<file path="config.mk">
export PLATFORM = sky130hd
export DESIGN_NAME = x86_modrm_instruction_emitter
export DESIGN_NICKNAME = d
export VERILOG_FILES = /design/src/xmie_pkg.sv /design/src/xmie_front.sv /design/src/xmie_fifo.sv /design/src/xmie_back.sv /design/src/x86_modrm_instruction_emitter.sv
export SDC_FILE = /design/constraint.sdc
export NUM_CORES = 1
export LEC_CHECK = 0
export BUFFER_PORTS_ARGS = -buffer_cell sky130_fd_sc_hd__buf_2
export CAP_MARGIN = 0
export CORE_MARGIN = 1.5
export CORE_UTILIZATION = 51
export DETAILED_ROUTE_END_ITERATION = 7
export PLACE_DENSITY = 0.81
export SYNTH_ARGS = -nofsm -noshare
export SYNTH_HDL_FRONTEND = slang
export SYNTH_SLANG_ARGS = --single-unit
</file>
<file path="constraint.sdc">
create_clock -name clk -period 21.8 [get_ports clk]
set_input_delay 3.27 -clock clk [delete_from_list [all_inputs] [get_ports clk]]
set_output_delay 3.27 -clock clk [all_outputs]
set_load 0.005 [all_outputs]
</file>
<file path="src/xmie_pkg.sv">
package xmie_pkg;

  localparam int ADDRESS_WIDTH_DEFAULT = 32;
  localparam int MAX_BYTES = 7;
  localparam int CNT_W = $clog2(MAX_BYTES + 1);
  localparam int IDX_W = $clog2(MAX_BYTES);
  localparam int FIFO_DEPTH = 2;

  localparam logic [23:0] MOV_STORE = 24'h000089;
  localparam logic [23:0] MOV_LOAD = 24'h00008B;
  localparam logic [7:0] PREFIX_0F = 8'h0F;
  localparam logic [3:0] FORM_PLAIN = 4'h0;
  localparam logic [3:0] FORM_FIXED_REG = 4'h1;
  localparam logic [3:0] FORM_OPC_ONLY = 4'h2;
  localparam logic [2:0] REG_EBX = 3'd3;
  localparam logic [2:0] REG_EBP = 3'd5;

  localparam logic CFG_RELOAD_ELISION = 1'b0;
  localparam logic CFG_STATE_BASE = 1'b1;

  typedef enum logic [1:0] {
    OP_RAW = 2'd0,
    OP_READ = 2'd1,
    OP_WRITE = 2'd2,
    OP_REG_REG = 2'd3
  } op_t;

  typedef enum logic [1:0] {
    KIND_BASE = 2'd0,
    KIND_DIRECT = 2'd1,
    KIND_ABS = 2'd2,
    KIND_OTHER = 2'd3
  } kind_t;

  typedef enum logic [1:0] {
    MOD_INDIRECT = 2'd0,
    MOD_DISP8 = 2'd1,
    MOD_DISP32 = 2'd2,
    MOD_REGISTER = 2'd3
  } mod_t;

  typedef struct packed {
    logic [MAX_BYTES-1:0][7:0] bytes;
    logic [CNT_W-1:0] count;
  } entry_t;

  typedef struct packed {
    logic full;
    logic empty;
  } fifo_stat_t;

endpackage

</file>
<file path="src/xmie_front.sv">
module xmie_front #(
  parameter int ADDRESS_WIDTH = xmie_pkg::ADDRESS_WIDTH_DEFAULT
) (
  input  logic                clk,
  input  logic                rst_n,
  input  logic                accept,
  input  logic [1:0]          op,
  input  logic [23:0]         opcode,
  input  logic [2:0]          reg_field,
  input  logic [1:0]          base_kind,
  input  logic [2:0]          base_reg,
  input  logic [31:0]         offset,
  input  logic                elide_en,
  input  logic [31:0]         state_base,
  output logic                push,
  output xmie_pkg::entry_t    entry
);
  import xmie_pkg::*;

  logic [ADDRESS_WIDTH-1:0] pos_r, pos_nxt;
  logic [ADDRESS_WIDTH-1:0] store_end_r, store_end_nxt;
  logic store_valid_r, store_valid_nxt;
  logic at_end_r, at_end_nxt;
  logic [2:0] trk_reg_r, trk_reg_nxt;
  kind_t trk_kind_r, trk_kind_nxt;
  logic [2:0] trk_breg_r, trk_breg_nxt;
  logic [31:0] trk_off_r, trk_off_nxt;

  logic [23:0] opc, e_opc;
  kind_t kind, e_kind;
  logic [31:0] offs, e_off, disp;
  logic [2:0] e_reg, e_breg, mreg, rm;
  logic drop_self, match, elide_same, elide_move, emit;
  logic has_modrm, fits8, far;
  mod_t modv;
  logic [2:0] dsz;
  logic [MAX_BYTES-1:0][7:0] b;
  logic [CNT_W-1:0] n;

  always_comb begin
    opc = opcode;
    unique case (op_t'(op))
      OP_READ: opc[1] = 1'b1;
      OP_WRITE: opc[1] = 1'b0;
      OP_REG_REG: begin
        if (opcode[15:12] == FORM_PLAIN) opc[1] = 1'b0;
      end
      default: opc = opcode;
    endcase
    drop_self = (op_t'(op) == OP_REG_REG) && (opc == MOV_STORE) && (base_reg == reg_field);
    if (op_t'(op) == OP_REG_REG) begin
      kind = KIND_DIRECT;
      offs = '0;
    end else begin
      kind = (kind_t'(base_kind) == KIND_OTHER) ? KIND_ABS : kind_t'(base_kind);
      offs = offset;
    end
    match = elide_en && (opc == MOV_LOAD) && at_end_r && (kind == trk_kind_r)
            && ((kind == KIND_ABS) || (base_reg == trk_breg_r))
            && ((kind == KIND_DIRECT) || (offs == trk_off_r));
    elide_same = match && (reg_field == trk_reg_r);
    elide_move = match && (reg_field != trk_reg_r);
    emit = !drop_self && !elide_same;

    e_opc = elide_move ? MOV_STORE : opc;
    e_reg = elide_move ? trk_reg_r : reg_field;
    e_kind = elide_move ? KIND_DIRECT : kind;
    e_breg = elide_move ? reg_field : base_reg;
    e_off = elide_move ? 32'd0 : offs;

    has_modrm = (e_opc[15:12] != FORM_OPC_ONLY);
    mreg = (e_opc[15:12] == FORM_FIXED_REG) ? e_opc[10:8] : e_reg;
    fits8 = (e_off[31:7] == '0) || (e_off[31:7] == '1);
    far = (e_kind == KIND_BASE) && (e_breg == REG_EBX) && !fits8;
    disp = far ? (e_off + state_base) : e_off;
    if (e_kind == KIND_DIRECT) begin
      modv = MOD_REGISTER;
      rm = e_breg;
      dsz = 3'd0;
    end else if ((e_kind == KIND_ABS) || far) begin
      modv = MOD_INDIRECT;
      rm = REG_EBP;
      dsz = 3'd4;
    end else if ((e_off == '0) && (e_breg != REG_EBP)) begin
      modv = MOD_INDIRECT;
      rm = e_breg;
      dsz = 3'd0;
    end else if (fits8) begin
      modv = MOD_DISP8;
      rm = e_breg;
      dsz = 3'd1;
    end else begin
      modv = MOD_DISP32;
      rm = e_breg;
      dsz = 3'd4;
    end

    b = '0;
    n = '0;
    if (e_opc[19:16] != 4'h0) begin
      b[n[IDX_W-1:0]] = PREFIX_0F;
      n = n + 1'b1;
    end
    b[n[IDX_W-1:0]] = e_opc[7:0];
    n = n + 1'b1;
    if (has_modrm) begin
      b[n[IDX_W-1:0]] = {modv, mreg, rm};
      n = n + 1'b1;
      for (int k = 0; k < 4; k++) begin
        if (3'(k) < dsz) begin
          b[n[IDX_W-1:0]] = disp[8*k +: 8];
          n = n + 1'b1;
        end
      end
    end
  end

  assign push = accept && emit;
  assign entry.bytes = b;
  assign entry.count = n;

  always_comb begin
    pos_nxt = pos_r;
    store_end_nxt = store_end_r;
    store_valid_nxt = store_valid_r;
    at_end_nxt = at_end_r;
    trk_reg_nxt = trk_reg_r;
    trk_kind_nxt = trk_kind_r;
    trk_breg_nxt = trk_breg_r;
    trk_off_nxt = trk_off_r;
    if (push) begin
      pos_nxt = pos_r + ADDRESS_WIDTH'(n);
      trk_reg_nxt = e_reg;
      trk_kind_nxt = e_kind;
      trk_breg_nxt = e_breg;
      trk_off_nxt = (e_kind == KIND_DIRECT) ? 32'd0 : e_off;
      if (e_opc == MOV_STORE) begin
        store_end_nxt = pos_nxt;
        store_valid_nxt = 1'b1;
        at_end_nxt = 1'b1;
      end else begin
        at_end_nxt = store_valid_r && (pos_nxt == store_end_r);
      end
    end
  end

  always_ff @(posedge clk) begin
    if (!rst_n) begin
      pos_r <= '0;
      store_end_r <= '1;
      store_valid_r <= 1'b0;
      at_end_r <= 1'b0;
      trk_reg_r <= '0;
      trk_kind_r <= KIND_BASE;
      trk_breg_r <= '0;
      trk_off_r <= '0;
    end else begin
      pos_r <= pos_nxt;
      store_end_r <= store_end_nxt;
      store_valid_r <= store_valid_nxt;
      at_end_r <= at_end_nxt;
      trk_reg_r <= trk_reg_nxt;
      trk_kind_r <= trk_kind_nxt;
      trk_breg_r <= trk_breg_nxt;
      trk_off_r <= trk_off_nxt;
    end
  end

endmodule

</file>
<file path="src/xmie_fifo.sv">
module xmie_fifo (
  input  logic                 clk,
  input  logic                 rst_n,
  input  logic                 push,
  input  xmie_pkg::entry_t     wr_data,
  input  logic                 pop,
  output xmie_pkg::entry_t     rd_data,
  output xmie_pkg::fifo_stat_t stat
);
  import xmie_pkg::*;

  localparam int PTR_W = (FIFO_DEPTH > 1) ? $clog2(FIFO_DEPTH) : 1;
  localparam int OCC_W = $clog2(FIFO_DEPTH + 1);

  entry_t mem_r [FIFO_DEPTH];
  logic [PTR_W-1:0] wr_ptr_r, wr_ptr_nxt, rd_ptr_r, rd_ptr_nxt;
  logic [OCC_W-1:0] occ_r, occ_nxt;

  function automatic logic [PTR_W-1:0] bump(input logic [PTR_W-1:0] p);
    return (p == PTR_W'(FIFO_DEPTH - 1)) ? '0 : p + 1'b1;
  endfunction

  assign stat.full = (occ_r == OCC_W'(FIFO_DEPTH));
  assign stat.empty = (occ_r == '0);
  assign rd_data = mem_r[rd_ptr_r];

  always_comb begin
    wr_ptr_nxt = push ? bump(wr_ptr_r) : wr_ptr_r;
    rd_ptr_nxt = pop ? bump(rd_ptr_r) : rd_ptr_r;
    occ_nxt = occ_r;
    if (push && !pop) occ_nxt = occ_r + 1'b1;
    else if (pop && !push) occ_nxt = occ_r - 1'b1;
  end

  always_ff @(posedge clk) begin
    if (push) mem_r[wr_ptr_r] <= wr_data;
  end

  always_ff @(posedge clk) begin
    if (!rst_n) begin
      wr_ptr_r <= '0;
      rd_ptr_r <= '0;
      occ_r <= '0;
    end else begin
      wr_ptr_r <= wr_ptr_nxt;
      rd_ptr_r <= rd_ptr_nxt;
      occ_r <= occ_nxt;
    end
  end

endmodule

</file>
<file path="src/xmie_back.sv">
module xmie_back (
  input  logic                 clk,
  input  logic                 rst_n,
  input  xmie_pkg::entry_t     rd_data,
  input  xmie_pkg::fifo_stat_t stat,
  output logic                 pop,
  output logic                 out_tvalid,
  input  logic                 out_tready,
  output logic [7:0]           out_tdata,
  output logic                 out_tlast
);
  import xmie_pkg::*;

  logic [IDX_W-1:0] idx_r, idx_nxt;
  logic valid_r, valid_nxt;
  logic [7:0] byte_r, byte_nxt;
  logic last_r, last_nxt;
  logic load, final_byte;

  always_comb begin
    load = !stat.empty && (!valid_r || out_tready);
    final_byte = (CNT_W'(idx_r) == rd_data.count - 1'b1);
    pop = load && final_byte;
    idx_nxt = idx_r;
    valid_nxt = valid_r && !out_tready;
    byte_nxt = byte_r;
    last_nxt = last_r;
    if (load) begin
      valid_nxt = 1'b1;
      byte_nxt = rd_data.bytes[idx_r];
      last_nxt = final_byte;
      idx_nxt = final_byte ? '0 : idx_r + 1'b1;
    end
  end

  always_ff @(posedge clk) begin
    if (!rst_n) begin
      idx_r <= '0;
      valid_r <= 1'b0;
    end else begin
      idx_r <= idx_nxt;
      valid_r <= valid_nxt;
    end
  end

  always_ff @(posedge clk) begin
    byte_r <= byte_nxt;
    last_r <= last_nxt;
  end

  assign out_tvalid = valid_r;
  assign out_tdata = byte_r;
  assign out_tlast = last_r;

endmodule

</file>
<file path="src/x86_modrm_instruction_emitter.sv">
// Channel | Dir | Signals                        | Item
// in_     | in  | tvalid tready tdata[63:0] tuser | one instruction request
// out_    | out | tvalid tready tdata[7:0] tlast  | one instruction byte
// cfg_    | in  | we index[0:0] wdata[31:0]       | register write
// A request is classified and encoded in its accept cycle and queued as a whole run,
// unless it is dropped. The output serializer then sends one byte per cycle while
// out_tready is high; a request yields zero to seven bytes.
// A two-entry run queue lets new requests enter while earlier bytes stall.
// Reset is synchronous; the block is ready in the cycle after reset is released.
module x86_modrm_instruction_emitter #(
  parameter int ADDRESS_WIDTH = xmie_pkg::ADDRESS_WIDTH_DEFAULT
) (
  input  logic        clk,
  input  logic        rst_n,
  input  logic        in_tvalid,
  output logic        in_tready,
  // opcode[23:0], reg_field[26:24], base_kind[28:27], base_reg[31:29], offset[63:32]
  input  logic [63:0] in_tdata,
  // op[1:0]
  input  logic [1:0]  in_tuser,
  output logic        out_tvalid,
  input  logic        out_tready,
  // out_byte[7:0]
  output logic [7:0]  out_tdata,
  output logic        out_tlast,
  input  logic        cfg_we,
  input  logic        cfg_index,
  input  logic [31:0] cfg_wdata
);
  import xmie_pkg::*;

  logic elide_en_r;
  logic [31:0] state_base_r;
  logic accept, fe_push, be_pop;
  entry_t fe_entry, q_entry;
  fifo_stat_t q_stat;

  always_ff @(posedge clk) begin
    if (!rst_n) begin
      elide_en_r <= 1'b0;
      state_base_r <= '0;
    end else if (cfg_we) begin
      if (cfg_index == CFG_RELOAD_ELISION) elide_en_r <= cfg_wdata[0];
      if (cfg_index == CFG_STATE_BASE) state_base_r <= cfg_wdata;
    end
  end

  assign in_tready = !q_stat.full;
  assign accept = in_tvalid && in_tready;

  xmie_front #(.ADDRESS_WIDTH(ADDRESS_WIDTH)) u_front (
    .clk        (clk),
    .rst_n      (rst_n),
    .accept     (accept),
    .op         (in_tuser),
    .opcode     (in_tdata[23:0]),
    .reg_field  (in_tdata[26:24]),
    .base_kind  (in_tdata[28:27]),
    .base_reg   (in_tdata[31:29]),
    .offset     (in_tdata[63:32]),
    .elide_en   (elide_en_r),
    .state_base (state_base_r),
    .push       (fe_push),
    .entry      (fe_entry)
  );

  xmie_fifo u_fifo (
    .clk     (clk),
    .rst_n   (rst_n),
    .push    (fe_push),
    .wr_data (fe_entry),
    .pop     (be_pop),
    .rd_data (q_entry),
    .stat    (q_stat)
  );

  xmie_back u_back (
    .clk        (clk),
    .rst_n      (rst_n),
    .rd_data    (q_entry),
    .stat       (q_stat),
    .pop        (be_pop),
    .out_tvalid (out_tvalid),
    .out_tready (out_tready),
    .out_tdata  (out_tdata),
    .out_tlast  (out_tlast)
  );

  a_no_push_full: assert property (@(posedge clk) disable iff (!rst_n)
    fe_push |-> !q_stat.full) else $error("run pushed into a full queue");

  a_no_pop_empty: assert property (@(posedge clk) disable iff (!rst_n)
    be_pop |-> !q_stat.empty) else $error("run popped from an empty queue");

  a_run_length: assert property (@(posedge clk) disable iff (!rst_n)
    fe_push |-> (fe_entry.count != '0) && (fe_entry.count <= CNT_W'(MAX_BYTES)))
    else $error("queued run has an invalid byte count");

  a_pop_marks_last: assert property (@(posedge clk) disable iff (!rst_n)
    be_pop |=> out_tvalid && out_tlast) else $error("run ended without a last byte");

endmodule

</file>
* Word-level counts from Yosys, hierarchy flattened
Memories as Yosys holds them, arrays and structs flattened. A register that Yosys moved wholly into a read port is not among the register bits.
Index checks and enable logic that the tools add are counted.
** Operators by class
- $lt $le $gt $ge :: 17
- Mux-type cells :: 72
- Reductions and logical operators :: 51
- Equality and inequality tests :: 25
- Bitwise gates (word level) :: 1
- Add/subtract/negate cells :: 14
** Operator list (count)
- 56-bit 2-to-1 mux :: 8
- 56-bit bitwise mux :: 6
- 8-bit demux with 3-bit select :: 6
- 32-bit 2-to-1 mux :: 4
- 24-bit by 8-bit equality test with 1-bit output (second input constant) :: 3
- 32-bit equality test :: 2
- 8-bit 2-to-1 mux :: 7
- 3-bit 2-to-1 mux :: 18
- 32-bit by 3-bit adder with 32-bit output :: 1
- 32-bit adder :: 1
- 32-bit logical NOT :: 1
- 1-bit logical AND :: 27
- 25-bit equality test (second input constant) :: 1
- 25-bit logical NOT :: 1
- 8-bit binary-select mux with 3-bit select :: 1
- 3-bit by 4-bit < comparator with 1-bit output (second input constant) :: 6
- 24-bit 2-to-1 mux :: 1
- 3-bit by 1-bit adder with 3-bit output (second input constant) :: 6
- 2-bit 2-to-1 mux :: 9
- 3-bit by 1-bit greater-or-equal comparator with 1-bit output (second input constant) :: 5
- 2-bit equality test (second input constant) :: 6
- 3-bit equality test :: 4
- 1-bit 2-to-1 mux :: 10
- 1-bit logical NOT :: 9
- 25 further kinds :: 37
** Word-level totals
- Register bits after elaboration :: 156
- Memories kept :: 1
- Output and inout bits :: 11
- Bits in writable memories :: 118
- Input port bits :: 104
** Memories
- u_fifo.mem_r :: depth 2, bits a word 59, read ports 1, clocked after Yosys merged registers in 1, write ports 1, RTL line xmie_fifo.sv:15 : entry_t mem_r [FIFO_DEPTH];

* Depth between registers and ports, before layout
- Word-level depth :: 34
- Gate-level depth with buffers :: 27

* Hierarchy
A second synthesis with hierarchy kept.
** Second synthesis, totals
- Cell total of the unflattened synthesis :: 1926
- Area, all modules :: 17992.3 µm²
** By module, submodules not included
- xmie_front :: times used 1, area each 11074.4 µm², sequential area each 2122.0 µm², cells each 1476
- xmie_fifo :: times used 1, area each 4519.3 µm², sequential area each 3643.5 µm², cells each 206
- x86_modrm_instruction_emitter :: times used 1, area each 1441.4 µm², sequential area each 660.6 µm², cells each 151
- xmie_back :: times used 1, area each 957.2 µm², sequential area each 350.3 µm², cells each 93

* Worst setup path before layout
No wires, ideal clock.
- Kind :: in2reg
- From :: in in_tuser[1]
- To :: reg u_front.at_end_r
- Path buffers :: 4
- Required time :: 21.726 ns
- Cell stages on the path :: 26
- Arrival time :: 9.318 ns
- Slack :: 12.408 ns
- Path through :: and2_1 buf_4 or3_1 a211oi_2 nand3_1 nor2b_1 buf_2 a21oi_1 ha_1 clkbuf_1 clkbuf_1 xnor2_1 a21oi_1 ha_1 inv_1 fa_1 nand2b_1 a2111oi_0 and4_1 mux2_2 nor4_1 nand4_1 a2111oi_0 and4_1 nand4_1 a31oi_1
** RTL lines
- from (decl) :: RTL line x86_modrm_instruction_emitter.sv:20 : input logic [1:0] in_tuser,
- to (signal assigned) :: RTL line xmie_front.sv:161 : at_end_r <= at_end_nxt;
- to (decl) :: RTL line xmie_front.sv:23 : logic at_end_r, at_end_nxt;

==> metrics.txt <==
# TYPE chip_impl_metric gauge
chip_impl_metric{name="finalCritPeriodShare",unit="%"} 51.2
chip_impl_metric{name="final-setup-viol-count",unit=""} 0
chip_impl_metric{name="share_of_cell_area_taken_by_muxes_after_synthesis",unit="%"} 6.04
chip_impl_metric{name="drt_iter0_markers",unit=""} 1623
chip_impl_metric{name="irDropWorstVdd",unit="uV"} 64.4
chip_impl_metric{name="dpl.cell_count",unit=""} 2269
chip_impl_metric{name="timing.setup.tns",unit="ns"} 0
chip_impl_metric{name="clock_latency_of_the_later_clocked_register_in_the_worst_skew_pair",unit="ns"} 0.58
chip_impl_metric{name="routed_via_density",unit=""} 6.43
chip_impl_metric{name="critical_path.max_fanout",unit=""} 40
chip_impl_metric{name="postSynthAreaPerCell",unit="um^2"} 9.29
chip_impl_metric{name="postSynthNetCount",unit=""} 1958
chip_impl_metric{name="port_buffers",unit=""} 114
chip_impl_metric{name="antenna_found_initial",unit=""} 4
chip_impl_info{name="crit_end",value="u_front.at_end_r$_SDFFE_PN0P_"} 1
chip_impl_metric{name="number_of_vias_in_the_routed_layout",unit=""} 15000
chip_impl_metric{name="floorplan.die.width",unit="um"} 185
chip_impl_metric{name="cts_htree_levels",unit=""} 1
chip_impl_metric{name="min_period",unit="ns"} 11.16
chip_impl_metric{name="synth_async_sr_flop_share",unit="%"} 0
chip_impl_metric{name="synthCells",unit=""} 1811
chip_impl_metric{name="design.portCount",unit=""} 115
chip_impl_metric{name="average_routed_wire_per_standard_cell",unit="um"} 21.5
chip_impl_metric{name="rrSetupSlack",unit="ns"} 14.14
chip_impl_metric{name="synth_area",unit="um^2"} 16800
chip_impl_metric{name="yosys_register_bits",unit=""} 275
chip_impl_metric{name="synth_cell_types",unit=""} 91
chip_impl_metric{name="numCtsBuffers",unit=""} 30
chip_impl_info{name="critPathLaunch",value="in_tdata[17]"} 1
chip_impl_metric{name="finClkSkew",unit="ns"} 0.0204
chip_impl_metric{name="ant_nets",unit=""} 0
chip_impl_metric{name="preCtsSetupSlack",unit="ns"} 10.10
chip_impl_metric{name="gp_congestion",unit=""} 0.966
chip_impl_metric{name="filler_cells",unit=""} 2882
chip_impl_metric{name="ctsHoldBuffers",unit=""} 0
chip_impl_metric{name="drt_drc",unit=""} 0
chip_impl_metric{name="layout.area.seq",unit="um^2"} 6780
chip_impl_info{name="critical_path_capture_point_type",value="flop"} 1
chip_impl_metric{name="grt_start_max_net_pins",unit=""} 75
chip_impl_metric{name="number_of_cell_rows",unit=""} 66
chip_impl_metric{name="drv_cap",unit=""} 0
chip_impl_metric{name="synthToLayoutAreaGrowth",unit="%"} 10.2
chip_impl_metric{name="ys_warn_count",unit=""} 0
chip_impl_metric{name="fp.coreArea",unit="um^2"} 32500
chip_impl_metric{name="final-max-slew-violation-count",unit=""} 0
chip_impl_metric{name="powerDensity",unit="nW/um^2"} 81.0
chip_impl_metric{name="timing_hold_violations_final",unit=""} 0
chip_impl_metric{name="yosysTopAreaCellShare",unit="%"} 22.7
chip_impl_metric{name="synth-seq-area-share",unit="%"} 40.3
chip_impl_metric{name="synth_simple_gate_area_share",unit="%"} 19.9
chip_impl_metric{name="cp_data_required_time",unit="ns"} 22.31
chip_impl_metric{name="headroom_to_the_max_slew_limit",unit="%"} 14.2
chip_impl_metric{name="clk_pin_slew",unit="ns"} 0.06
chip_impl_metric{name="finalWirelength",unit="mm"} 50.1
chip_impl_metric{name="cts_resized",unit=""} 0
chip_impl_info{name="cts_tree",value="yes"} 1
chip_impl_metric{name="groute.usage.overall",unit="%"} 29.1
chip_impl_metric{name="multiInputGateArea",unit="um^2"} 9500
chip_impl_info{name="type_of_origin_of_the_critical_path",value="input pin"} 1
chip_impl_info{name="run_status",value="finished, final reports clean"} 1
chip_impl_metric{name="fp.dieH",unit="um"} 185
chip_impl_info{name="synth.most_common_cell",value="sky130_fd_sc_hd__nand2_1"} 1
chip_impl_metric{name="synth_compound_area_share",unit="%"} 19.2
chip_impl_info{name="r2r-end",value="u_front.at_end_r$_SDFFE_PN0P_"} 1
chip_impl_metric{name="reg2regPathDepth",unit=""} 22
chip_impl_metric{name="first_pass_iters",unit=""} 6
chip_impl_info{name="netlist.top_cell.by_area",value="sky130_fd_sc_hd__edfxtp_1"} 1
chip_impl_info{name="post_synth_most_frequent_cells",value="sky130_fd_sc_hd__nand2_1, sky130_fd_sc_hd__dfxtp_1, sky130_fd_sc_hd__edfxtp_1"} 1
chip_impl_metric{name="fraction_of_the_core_area_covered_by_cells_at_the_end_of_the_flow",unit="%"} 57.0
chip_impl_metric{name="fp.dieArea",unit="um^2"} 34100
chip_impl_metric{name="grt-ovfl-total",unit=""} 0
chip_impl_metric{name="detailed_place.area",unit="um^2"} 17600
chip_impl_metric{name="post_layout_net_count",unit=""} 2006
chip_impl_metric{name="synth-edff-count",unit=""} 127
chip_impl_metric{name="clkSinkCount",unit=""} 275
chip_impl_info{name="rsz0062_at_grt",value="false"} 1
chip_impl_metric{name="critPathArrivalTime",unit="ns"} 11.67
chip_impl_metric{name="power_leakage",unit="nW"} 6.86
chip_impl_metric{name="final.setup.worst_slack",unit="ns"} 10.64
chip_impl_metric{name="xor_xnor_share_of_the_synthesized_area",unit="%"} 7.91
chip_impl_metric{name="proportion_of_layout_cells_with_a_drive_suffix_above_1",unit="%"} 12.3
chip_impl_info{name="largest_family_of_logic_cells_by_synthesized_area",value="simple AND/OR/NAND/NOR gates"} 1
chip_impl_metric{name="hpwl",unit="mm"} 36.1
chip_impl_metric{name="f_max",unit="GHz"} 0.0896
chip_impl_info{name="cts.root.buffer_cell",value="sky130_fd_sc_hd__clkbuf_16"} 1
chip_impl_metric{name="cts.path.max_buffers",unit=""} 3
chip_impl_metric{name="synth_fa_ha_area_share",unit="%"} 3.29
chip_impl_metric{name="global_route_wire_length_before_repair",unit="mm"} 77.2
chip_impl_info{name="synth.area.top_cells",value="sky130_fd_sc_hd__edfxtp_1, sky130_fd_sc_hd__dfxtp_1, sky130_fd_sc_hd__nand2_1"} 1
chip_impl_metric{name="worst_slew_pin_slew",unit="ns"} 1.28
chip_impl_metric{name="final_area",unit="um^2"} 18500
chip_impl_metric{name="postCtsSetupBuffers",unit=""} 0
chip_impl_metric{name="initial_core_util",unit="%"} 51.7
chip_impl_info{name="worstSetupPathType",value="input pin to flop"} 1
chip_impl_metric{name="number_of_global_route_vias_before_repair",unit=""} 13900
chip_impl_info{name="timing.rr.start",value="u_front.trk_breg_r[0]$_SDFFE_PN0P_"} 1
chip_impl_info{name="hold_path.class",value="flop to flop"} 1
chip_impl_info{name="postSynth.topFlopCell",value="sky130_fd_sc_hd__dfxtp_1"} 1
chip_impl_metric{name="layout.cells.non_filler",unit=""} 2330
state kept, by name (all words and copies together) (netlist names), 2 cells and up, named ones only:
register / count
u_front.trk_reg_r: 3
u_fifo.occ_r: 2
u_back.out_tdata: 8
u_front.trk_off_r: 32
u_fifo.mem_r: 118
u_front.store_end_r: 32
u_front.trk_kind_r: 2
u_front.pos_r: 32
u_back.idx_r: 3
state_base_r: 32
u_front.trk_breg_r: 3
area by class of cell:
type	instances	share of cell area, %
multi-input combinational	1400	51.2
sequential	275	36.6
clock buffer	33	4.11
timing repair buffer	127	3.62
tap	442	2.98
clock inverter	23	0.931
inverter	25	0.506
antenna	5	0.0675
kinds of logic (layout without fill, tap and decap cells):
group	after synthesis	count (layout)
and+or+nand+nor	674	674
AOI/OAI and AO/OA	452	452
muxes	79	79
DFF	275	275
xor gates and xnor gates	152	152
adders and majority gates	43	43
buffers and inverters	136	208
other	0	5
metal layers:
layer  vias to the layer above  global-route usage, %  wire length (um)
li1                       6814                      -                 -
met1                      7186                   39.9             20800
met2                       836                   46.4             22700
met3                       141                   4.84              4850
met4                         0                   9.87              1720
met5                         -                      0                 0
layout by cell type (no fill, tap or decap), types with 8 or more instances in the layout:
cell                        netlist  layout
sky130_fd_sc_hd__a211oi_1        33      33
sky130_fd_sc_hd__a21boi_0        40      40
sky130_fd_sc_hd__a21boi_1        32      32
sky130_fd_sc_hd__a21o_1          16      16
sky130_fd_sc_hd__a21oi_1         60      59
sky130_fd_sc_hd__a221oi_1        22      22
sky130_fd_sc_hd__a22oi_1         12      12
sky130_fd_sc_hd__a31oi_1         31      31
sky130_fd_sc_hd__and2_1          66      65
sky130_fd_sc_hd__and3_1          17      17
sky130_fd_sc_hd__and4_1           8       8
sky130_fd_sc_hd__buf_2           27     113
sky130_fd_sc_hd__buf_4            1      14
sky130_fd_sc_hd__clkbuf_16        0      30
sky130_fd_sc_hd__clkinv_2         0       8
sky130_fd_sc_hd__dfxtp_1        148     147
sky130_fd_sc_hd__edfxtp_1       127     127
sky130_fd_sc_hd__ha_1            41      41
sky130_fd_sc_hd__inv_1           20      20
sky130_fd_sc_hd__mux2i_1         53      53
sky130_fd_sc_hd__mux4_2          16      16
sky130_fd_sc_hd__nand2_1        249     249
sky130_fd_sc_hd__nand2b_1        11      11
sky130_fd_sc_hd__nand3_1         64      64
sky130_fd_sc_hd__nand4_1         32      32
sky130_fd_sc_hd__nor2_1         112     111
sky130_fd_sc_hd__nor2b_1         15      15
sky130_fd_sc_hd__nor3_1          31      31
sky130_fd_sc_hd__nor4_1          19      19
sky130_fd_sc_hd__nor4bb_1        16      16
sky130_fd_sc_hd__o211ai_1        29      29
sky130_fd_sc_hd__o21ai_0         48      48
sky130_fd_sc_hd__o221ai_1         9       9
sky130_fd_sc_hd__o22ai_1         23      23
sky130_fd_sc_hd__o32ai_1         17      17
sky130_fd_sc_hd__xnor2_1        100     100
sky130_fd_sc_hd__xor2_1          52      52
stage by stage:
stage,hold slack [ns],power [mW]
after floorplan,0.440,0.909
after global placement,0.448,1.01
after detailed placement,0.459,1.02
after CTS,0.475,1.51
after global routing,0.503,1.57
final,0.471,1.50
worst min-delay path by stage:
stage | slack (ns) | depth (start not counted) | end | from
after floorplan | 0.44 | 1 | u_front.store_valid_r$_SDFFE_PN0P_ | u_front.store_valid_r$_SDFFE_PN0P_
after global placement | 0.45 | 1 | u_front.store_valid_r$_SDFFE_PN0P_ | u_front.store_valid_r$_SDFFE_PN0P_
after detailed placement | 0.46 | 1 | u_front.store_valid_r$_SDFFE_PN0P_ | u_front.store_valid_r$_SDFFE_PN0P_
after CTS | 0.48 | 1 | u_front.store_valid_r$_SDFFE_PN0P_ | u_front.store_valid_r$_SDFFE_PN0P_
after global routing | 0.50 | 2 | state_base_r[0]$_SDFFE_PN0P_ | state_base_r[0]$_SDFFE_PN0P_
final | 0.47 | 2 | state_base_r[6]$_SDFFE_PN0P_ | state_base_r[6]$_SDFFE_PN0P_
power breakdown:
part           switching (mW)  total [mW]  internal, mW
clock                   0.217       0.483         0.266
combinational           0.230       0.367         0.137
sequential             0.0305       0.652         0.621
critical path: stages:
cell and delay (ns):
sky130_fd_sc_hd__buf_2 0.09, sky130_fd_sc_hd__or4_1 0.51, sky130_fd_sc_hd__buf_4 0.28, sky130_fd_sc_hd__inv_2 0.51, sky130_fd_sc_hd__nand4_1 0.21, sky130_fd_sc_hd__nor3_1 0.28
sky130_fd_sc_hd__nand3_1 0.15, sky130_fd_sc_hd__nor2b_1 0.55, sky130_fd_sc_hd__a21oi_1 0.35, sky130_fd_sc_hd__ha_1 0.79, sky130_fd_sc_hd__xnor2_1 0.16, sky130_fd_sc_hd__a21oi_1 0.29
sky130_fd_sc_hd__ha_1 0.23, sky130_fd_sc_hd__inv_1 0.06, sky130_fd_sc_hd__fa_1 0.40, sky130_fd_sc_hd__nand2b_1 0.21, sky130_fd_sc_hd__a2111oi_1 1.03, sky130_fd_sc_hd__and4_1 0.40
sky130_fd_sc_hd__mux2_2 0.36, sky130_fd_sc_hd__nor4_1 0.38, sky130_fd_sc_hd__nand4_1 0.16, sky130_fd_sc_hd__a2111oi_0 0.37, sky130_fd_sc_hd__and4_1 0.28, sky130_fd_sc_hd__nand4_1 0.13
sky130_fd_sc_hd__a31oi_1 0.18
Power figures use the tool's default switching activity.
